[config.mk]
export PLATFORM = sky130hd
export DESIGN_NAME = sdq_alu
export DESIGN_NICKNAME = d
export VERILOG_FILES = /design/src/sdq_pkg.sv /design/src/sdq_alu.sv
export SDC_FILE = /design/constraint.sdc
export NUM_CORES = 1
export LEC_CHECK = 0
export ABC_AREA = 1
export BUFFER_PORTS_ARGS = -buffer_cell sky130_fd_sc_hd__buf_4
export CORE_MARGIN = 5
export CORE_UTILIZATION = 40
export DETAILED_ROUTE_END_ITERATION = 16
export PLACE_DENSITY = 0.72
export SLEW_MARGIN = 0
export SYNTH_ARGS = -nofsm -noshare
export SYNTH_HDL_FRONTEND = slang
export SYNTH_SLANG_ARGS = --single-unit
[constraint.sdc]
create_clock -name vclk -period 4.45
set_input_delay 0.445 -clock vclk [all_inputs]
set_output_delay 0.445 -clock vclk [all_outputs]
set_load 0.005 [all_outputs]
[src/sdq_pkg.sv]
// ----------------------------------------------------------------------------
// sdq_pkg: shared types and constants of the sleep delta queue
// Entry layout, channel payloads, status codes and store commands.
// ----------------------------------------------------------------------------
package sdq_pkg;

   localparam int QUEUE_DEPTH = 16;
   localparam int ID_WIDTH    = 8;
   localparam int MAX_RESULTS = 16;
   localparam int DELTA_W     = 52;
   localparam int ALU_W       = DELTA_W + 1;
   localparam int IDX_W       = (QUEUE_DEPTH > 1) ? $clog2(QUEUE_DEPTH) : 1;
   localparam int CNT_W       = $clog2(QUEUE_DEPTH + 1);
   localparam int NRES_W      = $clog2(MAX_RESULTS + 1);
   localparam int UPT_W       = 20;

   // operation codes
   localparam logic [1:0] OP_INSERT = 2'd0;
   localparam logic [1:0] OP_REMOVE = 2'd1;
   localparam logic [1:0] OP_TICK   = 2'd2;

   // status codes
   localparam logic [2:0] ST_QUEUED   = 3'd0;
   localparam logic [2:0] ST_NOTHING  = 3'd1;
   localparam logic [2:0] ST_INVALID  = 3'd2;
   localparam logic [2:0] ST_FULL     = 3'd3;
   localparam logic [2:0] ST_REMOVED  = 3'd4;
   localparam logic [2:0] ST_NOTFOUND = 3'd5;
   localparam logic [2:0] ST_TICK     = 3'd6;

   localparam logic [UPT_W-1:0] UPT_RESET = UPT_W'(1000);
   localparam logic [31:0] NS_LIMIT  = 32'd1000000000;
   localparam logic [31:0] NS_PER_US = 32'd1000;
   localparam logic [19:0] US_PER_S  = 20'd1000000;
   // floor(ns/1000) = floor((ns>>3) * RECIP_125 >> RECIP_SHIFT) for ns < 2^30
   localparam int RECIP_SHIFT = 34;
   localparam logic [27:0] RECIP_125 = 28'd137438954;

   typedef struct packed {
      logic [1:0]         op;
      logic [7:0]         process_id;
      logic [7:0]         thread_id;
      logic [31:0]        wait_tag;
      logic signed [31:0] seconds;
      logic signed [31:0] nanoseconds;
      logic [15:0]        ticks;
   } req_type;

   typedef struct packed {
      logic [2:0]  status;
      logic        woke;
      logic [7:0]  woken_process;
      logic [7:0]  woken_thread;
      logic [31:0] woken_tag;
      logic        last_result;
   } rsp_type;

   typedef struct packed {
      logic [ID_WIDTH-1:0] process_id;
      logic [ID_WIDTH-1:0] thread_id;
      logic [31:0]         tag;
      logic [DELTA_W-1:0]  delta;
   } entry_type;

   typedef enum logic [2:0] {
      CMD_NONE   = 3'd0,
      CMD_INSERT = 3'd1,
      CMD_DROP   = 3'd2,
      CMD_FOLD   = 3'd3,
      CMD_DELTA  = 3'd4
   } cmd_op_type;

   typedef struct packed {
      cmd_op_type         op;
      logic [IDX_W-1:0]   idx;
      logic [IDX_W-1:0]   rd_idx;
      entry_type          wdata;
   } store_cmd_type;

endpackage

[src/sdq_alu.sv]
// ----------------------------------------------------------------------------
// sdq_alu: shared add/subtract unit
// One wide adder used by the add and subtract steps of the sequencer; borrow doubles as compare.
// ----------------------------------------------------------------------------
module sdq_alu (
   input  logic [sdq_pkg::ALU_W-1:0] a,
   input  logic [sdq_pkg::ALU_W-1:0] b,
   input  logic                      sub,
   output logic [sdq_pkg::ALU_W-1:0] y,
   output logic                      borrow
);

   logic [sdq_pkg::ALU_W:0] full;

   // add or subtract with one extra bit for carry out
   always_comb begin
      if (sub) begin
         full = {1'b0, a} - {1'b0, b};
      end else begin
         full = {1'b0, a} + {1'b0, b};
      end
   end

   assign y      = full[sdq_pkg::ALU_W-1:0];
   assign borrow = full[sdq_pkg::ALU_W];

endmodule

==> insert_results.sql, run 1 <==
INSERT INTO impl_metrics (metric_group, metric, value, unit) VALUES
('outcome', 'outcome', 'completed', ''),
('timing', 'timing.final.crit_period', '4090', 'ps'),
('timing', 'slew_headroom', '70.3', '%'),
('routing', 'route.detailed.wl_per_inst', '14.4', 'µm'),
('routing', 'route.vias.total', '8891', ''),
('timing', 'timing.final.crit_share', '92.0', '%'),
('synthesis', 'post_synth.cell_area_avg', '4.75', 'µm²'),
('layout', 'numSequentialCells', '0', ''),
('global_routing', 'wire_length_of_the_first_global_routing_pass', '41.1', 'mm'),
('power_and_ir_drop', 'power-per-cell-area', '166', 'nW/µm²'),
('placement', 'io_buffer_count', '161', ''),
('layout', 'final_layout_size_suffix_gt1_share', '14.3', '%'),
('global_routing', 'first_global_vias', '8291', ''),
('timing', 'fmax', '244', 'MHz'),
('layout', 'final.clkbuf_count', '0', ''),
('placement', 'detailedPlace.worstSlack', '390', 'ps'),
('power_and_ir_drop', 'power', '1.37', 'mW'),
('run', 'max_cap_violations', '0', ''),
('synthesis', 'synthesis.instances', '1433', ''),
('placement', 'post_dp_cell_area', '8280', 'µm²'),
('critical_path', 'critical_path_class', 'primary input to output pin', ''),
('critical_path', 'critPathMaxFanout', '6', ''),
('routing', 'vias_per_cell', '4.91', ''),
('synthesis', 'synth_most_common_cell', 'sky130_fd_sc_hd__nand2_1', ''),
('global_routing', 'antenna_violations_before_repair', '0', ''),
('timing', 'finalSetupViolCount', '0', ''),
('routing', 'antenna_left', '0', ''),
('placement', 'dpl_cells', '1810', ''),
('routing', 'drt-initial-drc-count', '574', ''),
('synthesis', 'synth_top_cells_by_area', 'sky130_fd_sc_hd__nand2_1, sky130_fd_sc_hd__inv_1, sky130_fd_sc_hd__ha_1', ''),
('timing', 'timing_max_transition_violations_final', '0', ''),
('layout', 'stdcell_area', '8280', 'µm²'),
('power_and_ir_drop', 'cellLeakagePower', '5.03', 'nW'),
('placement', 'dp.final_hpwl', '23.7', 'mm'),
('layout', 'sequential_cell_area', '0', 'µm²'),
('placement', 'globalplace.congestion', '0.993', ''),
('critical_path', 'cp_data_required_time', '4010', 'ps'),
('routing', 'route.final.wire_length', '26.1', 'mm'),
('layout', 'num_antenna_cells', '0', ''),
('floorplanning', 'core', '16600', 'µm²'),
('timing', 'rsz_0062_raised_after_global_routing', 'false', ''),
('routing', 'drc', '0', ''),
('layout', 'final.fill_count', '1906', ''),
('floorplanning', 'count_of_standard_cell_rows', '47', ''),
('global_routing', 'grt_use_total', '25.6', '%'),
('routing', 'drt_first_pass_iters', '5', ''),
('timing', 'timing_worst_slew_pin_value', '442', 'ps'),
('floorplanning', 'initial_core_util', '40.9', '%'),
('timing', 'report.final.hold_viol_count', '0', ''),
('synthesis', 'synth_top_area_share', '31.3', '%'),
('synthesis', 'synth.yosys.seq_area_share', '0', '%'),
('floorplanning', 'die-width', '140', 'µm'),
('synthesis', 'synth_fp_nets', '1595', ''),
('synthesis', 'yosysUniqueCellTypes', '35', ''),
('cts', 'buffer_count_from_post_cts_setup_fixing', '0', ''),
('timing', 'fin_setup_tns', '0', 'ps'),
('hold_path', 'type_of_the_tightest_min_delay_check', 'primary input to output pin', ''),
('floorplanning', 'design.portCount', '161', ''),
('critical_path', 'worstSetupEndpoint', 'y[43]', ''),
('floorplanning', 'die_height', '140', 'µm'),
('synthesis', 'synth_top_cell_by_area', 'sky130_fd_sc_hd__nand2_1', ''),
('layout', 'layoutNonFillerInstCount', '1810', ''),
('floorplanning', 'die_area', '19700', 'µm²'),
('layout', 'area.growth.synth_to_final', '21.7', '%'),
('layout', 'fin_nets', '1754', ''),
('timing', 'fin_ws', '358', 'ps'),
('synthesis', 'synthesis.area', '6800', 'µm²'),
('global_routing', 'maximum_number_of_pins_on_one_net_before_global_route_repair', '21', ''),
('layout', 'utilization', '49.8', '%'),
('critical_path', 'arrival', '3650', 'ps'),
('power_and_ir_drop', 'max_rail_drop_vdd', '0.0693', 'mV'),
('cts', 'cts-resized-gates', '0', ''),
('synthesis', 'ys_warn_count', '0', ''),
('cts', 'postCtsHoldBufs', '0', ''),
('critical_path', 'endpoint_class_of_the_critical_path', 'output pin', ''),
('timing', 'hold-worst-slack', '1240', 'ps'),
('critical_path', 'crit_path_start_kind', 'primary input', ''),
('global_routing', 'grt_remaining_overflow', '0', ''),
('critical_path', 'start_point_of_the_critical_path', 'b[1]', ''),
('synthesis', 'synth.top_cells.by_count', 'sky130_fd_sc_hd__nand2_1, sky130_fd_sc_hd__inv_1, sky130_fd_sc_hd__nor2_1', '');
==> layout by cell type (no fill, tap or decap), types with 4 or more instances in the layout <==
cell / synthesis / routed
sky130_fd_sc_hd__xnor2_1: 4 / 4
sky130_fd_sc_hd__buf_4: 0 / 164
sky130_fd_sc_hd__nor3_1: 18 / 18
sky130_fd_sc_hd__nand2_2: 9 / 9
sky130_fd_sc_hd__o21ai_0: 14 / 14
sky130_fd_sc_hd__nor2_2: 23 / 23
sky130_fd_sc_hd__nand3_2: 9 / 9
sky130_fd_sc_hd__a21oi_1: 35 / 35
sky130_fd_sc_hd__xor2_1: 59 / 59
sky130_fd_sc_hd__inv_1: 307 / 307
sky130_fd_sc_hd__nand3_1: 89 / 89
sky130_fd_sc_hd__ha_1: 54 / 54
sky130_fd_sc_hd__o21bai_1: 4 / 4
sky130_fd_sc_hd__o21ai_1: 4 / 4
sky130_fd_sc_hd__and2_1: 6 / 6
sky130_fd_sc_hd__inv_2: 5 / 5
sky130_fd_sc_hd__nand2_1: 567 / 567
sky130_fd_sc_hd__nand4_1: 25 / 25
sky130_fd_sc_hd__or2_2: 4 / 4
sky130_fd_sc_hd__nor2_4: 7 / 7
sky130_fd_sc_hd__nor2_1: 160 / 160
sky130_fd_sc_hd__nand3b_1: 7 / 7
==> worst min-delay path by stage <==
stage,endpoint,from,cells past startpoint
2_1_floorplan,y[0],b[0],2
3_3_place_gp,y[0],b[0],4
3_5_place_dp,y[0],b[0],4
4_1_cts,y[0],b[0],4
5_1_grt,y[1],a[1],3
6_report,y[0],b[0],4
==> cells by family after synthesis <==
family	after synthesis	share of synthesized area, %
XOR/XNOR	63	8.11
adder cells (fa/ha/maj)	55	10.2
AO/OA/AOI/OAI	66	5.59
buffers and inverters	319	17.6
AND/OR/NAND/NOR	930	58.5
==> critical path, cell delays in order <==
cell	delay (ps)
sky130_fd_sc_hd__buf_4	110
sky130_fd_sc_hd__inv_1	70
sky130_fd_sc_hd__ha_1	300
sky130_fd_sc_hd__nand4_2	210
sky130_fd_sc_hd__nor2_4	220
sky130_fd_sc_hd__nand3_2	140
sky130_fd_sc_hd__o21ai_4	200
sky130_fd_sc_hd__nand2_2	70
sky130_fd_sc_hd__xor2_1	190
sky130_fd_sc_hd__ha_1	390
sky130_fd_sc_hd__nand2_1	130
sky130_fd_sc_hd__nor2_1	150
sky130_fd_sc_hd__inv_1	90
sky130_fd_sc_hd__nor2_2	230
sky130_fd_sc_hd__nand2_1	130
sky130_fd_sc_hd__nor2_1	100
sky130_fd_sc_hd__nand2_1	110
sky130_fd_sc_hd__nand3_1	110
sky130_fd_sc_hd__nand2_1	50
sky130_fd_sc_hd__nand2_1	70
sky130_fd_sc_hd__buf_4	110
==> where the power goes <==
part,switching (mW),total (mW),internal (mW)
Sequential,0,0,0
Clock,0,0,0
Combinational,0.818,1.37,0.554
Total,0.818,1.37,0.554
==> routing by layer <==
| metal | track usage (%) | routed length [µm] | vias up |
|---|---|---|---|
| li1 | - | - | 4634 |
| met2 | 43.4 | 11800 | 329 |
| met5 | 0 | 0 | - |
| met3 | 0.818 | 1920 | 42 |
| met4 | 5.97 | 738 | 0 |
| met1 | 35.9 | 11600 | 3886 |
==> layout make-up <==
class,instances,area [µm²],share of cell area (%)
well taps,220,275,3.32
multi-input cells,1114,5610,67.7
repair buffers,164,1230,14.9
inverters,312,1170,14.1
No activity file was read; power rests on OpenSTA's default activity.
==> inputs of run 2 (changes only) <==
--- a/config.mk
+++ b/config.mk
@@ -5,13 +5,13 @@
 export SDC_FILE = /design/constraint.sdc
 export NUM_CORES = 1
 export LEC_CHECK = 0
-export ABC_AREA = 1
 export BUFFER_PORTS_ARGS = -buffer_cell sky130_fd_sc_hd__buf_4
 export CORE_MARGIN = 5
 export CORE_UTILIZATION = 40
 export DETAILED_ROUTE_END_ITERATION = 16
-export PLACE_DENSITY = 0.72
+export PLACE_DENSITY = 0.77
 export SLEW_MARGIN = 0
 export SYNTH_ARGS = -nofsm -noshare
 export SYNTH_HDL_FRONTEND = slang
 export SYNTH_SLANG_ARGS = --single-unit
+export TNS_END_PERCENT = 10
==> insert_results.sql, run 2 <==
INSERT INTO impl_metrics (metric_group, metric, value, unit) VALUES
('outcome', 'outcome', 'complete, but fails checks', ''),
('outcome', 'violations', 'setup timing', ''),
('power_and_ir_drop', 'p_switching', '733', 'µW'),
('power_and_ir_drop', 'cellLeakagePower', '3.73', 'nW'),
('layout', 'mostFrequentLayoutCell', 'sky130_fd_sc_hd__buf_4', ''),
('global_routing', 'maximum_number_of_pins_on_one_net_before_global_route_repair', '30', ''),
('global_routing', 'grt_remaining_overflow', '0', ''),
('critical_path', 'endpoint_class_of_the_critical_path', 'output pin', ''),
('layout', 'final.fill_count', '903', ''),
('global_routing', 'antenna_violations_before_repair', '0', ''),
('critical_path', 'timing.critical_path.cells', 'buf_6 > or4_4 > nor4_4 > and3_4 > buf_4 > a31oi_1 > xnor2_1 > ha_1 > buf_6 > nand4_1 > or3_4 > a211oi_2 > buf_4 > or3_4 > a31oi_1 > buf_4 > o21a_1 > o21ai_2 > xor2_1 > buf_4', ''),
('placement', 'globalplace.congestion', '0.959', ''),
('floorplanning', 'design.portCount', '161', ''),
('layout', 'final_layout_size_suffix_gt1_share', '44.9', '%'),
('timing', 'report.final.hold_viol_count', '0', ''),
('critical_path', 'critPathMaxFanout', '7', ''),
('layout', 'sequential_cell_area', '0', 'µm²'),
('routing', 'antenna_left', '0', ''),
('layout', 'num_antenna_cells', '0', ''),
('global_routing', 'wire_length_of_the_first_global_routing_pass', '28.0', 'mm'),
('timing', 'timing.final.crit_share', '107', '%'),
('synthesis', 'synth_top_area_share', '15.5', '%'),
('placement', 'dp.final_hpwl', '15.0', 'mm'),
('timing', 'fmax', '210', 'MHz'),
('routing', 'drt-initial-drc-count', '450', ''),
('synthesis', 'synthesis.area', '4360', 'µm²'),
('power_and_ir_drop', 'power.share.clock', '0', '%'),
('power_and_ir_drop', 'power_frac_comb', '100.0', '%'),
('timing', 'timing_max_transition_violations_final', '0', ''),
('routing', 'drt_first_pass_iters', '5', ''),
('layout', 'area.growth.synth_to_final', '72.2', '%'),
('timing', 'timing.final.crit_period', '4770', 'ps'),
('floorplanning', 'count_of_standard_cell_rows', '38', ''),
('synthesis', 'yosysUniqueCellTypes', '63', ''),
('global_routing', 'grt_use_total', '25.3', '%'),
('placement', 'io_buffer_count', '161', ''),
('critical_path', 'worst_path_largest_cell_delay', '550', 'ps'),
('power_and_ir_drop', 'internal_power', '849', 'µW'),
('routing', 'route.detailed.wl_per_inst', '15.9', 'µm'),
('synthesis', 'synth_fp_nets', '821', ''),
('synthesis', 'synth_top_cell_by_area', 'sky130_fd_sc_hd__ha_1', ''),
('synthesis', 'ys_warn_count', '0', ''),
('layout', 'numSequentialCells', '0', ''),
('floorplanning', 'die-width', '114', 'µm'),
('global_routing', 'first_global_vias', '6056', ''),
('critical_path', 'cp_data_required_time', '4010', 'ps'),
('floorplanning', 'core', '10700', 'µm²'),
('power_and_ir_drop', 'power.share.switching', '46.3', '%'),
('layout', 'top_library_cells_by_usage_in_the_layout_fill_and_taps_aside', 'sky130_fd_sc_hd__buf_4, sky130_fd_sc_hd__xnor2_1, sky130_fd_sc_hd__a21oi_1', ''),
('floorplanning', 'die_area', '13100', 'µm²'),
('power_and_ir_drop', 'max_rail_drop_vdd', '0.127', 'mV'),
('synthesis', 'post_synth.cell_area_avg', '6.62', 'µm²'),
('timing', 'rsz_0062_raised_after_global_routing', 'true', ''),
('cts', 'postCtsHoldBufs', '0', ''),
('floorplanning', 'initial_core_util', '40.6', '%'),
('critical_path', 'critical_path_class', 'primary input to output pin', ''),
('floorplanning', 'die_height', '114', 'µm'),
('critical_path', 'arrival', '4320', 'ps'),
('routing', 'vias_per_cell', '5.48', ''),
('placement', 'post_dp_cell_area', '7030', 'µm²'),
('timing', 'timing_worst_slew_pin_value', '563', 'ps'),
('synthesis', 'synth_top_cells_by_area', 'sky130_fd_sc_hd__ha_1, sky130_fd_sc_hd__xnor2_1, sky130_fd_sc_hd__a21oi_1', ''),
('layout', 'stdcell_area', '7510', 'µm²'),
('timing', 'fin_ws', '-316', 'ps'),
('routing', 'route.final.wire_length', '18.0', 'mm'),
('synthesis', 'synth_most_common_cell', 'sky130_fd_sc_hd__a21oi_1', ''),
('critical_path', 'worst_path_most_repeated_cell', 'sky130_fd_sc_hd__buf_4', ''),
('synthesis', 'synth.yosys.seq_area_share', '0', '%'),
('synthesis', 'synthesis.instances', '659', ''),
('critical_path', 'critPathSlowestCell', 'sky130_fd_sc_hd__or4_4', ''),
('synthesis', 'synth.top_cells.by_count', 'sky130_fd_sc_hd__a21oi_1, sky130_fd_sc_hd__xnor2_1, sky130_fd_sc_hd__nor2_1', ''),
('routing', 'route.vias.total', '6177', ''),
('hold_path', 'type_of_the_tightest_min_delay_check', 'primary input to output pin', ''),
('critical_path', 'crit_path_start_kind', 'primary input', ''),
('layout', 'final.clkbuf_count', '0', ''),
('timing', 'slew_headroom', '62.1', '%'),
('run', 'max_cap_violations', '0', ''),
('power_and_ir_drop', 'p_seq_share', '0', '%'),
('power_and_ir_drop', 'power-per-cell-area', '211', 'nW/µm²'),
('layout', 'utilization', '69.9', '%'),
('routing', 'drc', '0', ''),
('layout', 'fin_nets', '1151', ''),
('timing', 'finalSetupViolCount', '20', '');
run 2: cell types whose count changed in the layout (fill, tap and decap cells not counted), moves of 38 or more:
cell	change
sky130_fd_sc_hd__nor2_1	-101
sky130_fd_sc_hd__buf_4	+187
sky130_fd_sc_hd__xnor2_1	+64
sky130_fd_sc_hd__nand2_1	-519
sky130_fd_sc_hd__nand3_1	-76
sky130_fd_sc_hd__inv_1	-282
sky130_fd_sc_hd__a21o_1	+38
run 2: cell type report:
| type | count | area, µm² | share of cell area [%] |
|---|---|---|---|
| repair buffers | 360 | 2740 | 36.4 |
| inverters | 25 | 93.8 | 1.25 |
| well taps | 140 | 175 | 2.33 |
| multi-input cells | 602 | 4510 | 60.0 |
run 2: stage by stage:
step                      worst slack, ps  power, mW  TNS (ps)  cells  hold WS, ps
after detailed placement             -470       1.46     -4720   1114         1260
after CTS                            -408       1.50     -5110   1120         1270
after floorplan                      -123      0.708      -123    659         1020
after global routing                 -507       1.71     -8020   1127         1300
after global placement               -407       1.45     -3590   1114         1270
final                                -316       1.58     -4080   1127         1260
run 2: power by group through the flow:
stage	logic (mW)	registers [mW]	clock network [mW]
detailed placement	1.46	0	0
floorplan	0.708	0	0
finish	1.58	0	0
global placement	1.45	0	0
CTS	1.50	0	0
global route	1.71	0	0
run 2: cells by family after synthesis:
logic type / share of synthesized area [%]
buf+inv: 5.10
xor+xnor: 19.7
fa+ha+maj: 15.9
simple gates: 25.7
compound gates: 32.9
mux: 0.717
run 2: worst max-delay path: cells and delay by family:
kind / cells / cell delay [ps]
XOR/XNOR: 2 / 310
AND/OR/NAND/NOR: 6 / 1750
AO/OA/AOI/OAI: 5 / 680
adder cells (fa/ha/maj): 1 / 320
buffers and inverters: 6 / 800
run 2: path summary, 6_finish.rpt:
check                 start  endpoint  slack (ps)  depth (start not counted)
worst min-delay path   a[1]      y[1]        1260                          3
worst max-delay path  b[13]     y[44]        -320                         20
run 2: per-layer routing:
layer | vias to the layer above | wire length, µm | share of wire, % | global-route usage [%]
met2 | 239 | 8700 | 48 | 45.2
met5 | - | 0 | 0 | 0
met4 | 0 | 419 | 2.3 | 5.07
met1 | 2832 | 7630 | 43 | 33.2
li1 | 3072 | - | - | -
met3 | 34 | 1200 | 6.7 | 1.85
run 2: what timing repair did:
action | in CTS | in global routing
resized for setup | 35 | 50
buffers inserted | 6 | 8
setup endpoints to repair | 21 | 34
pin swaps | 22 | 35
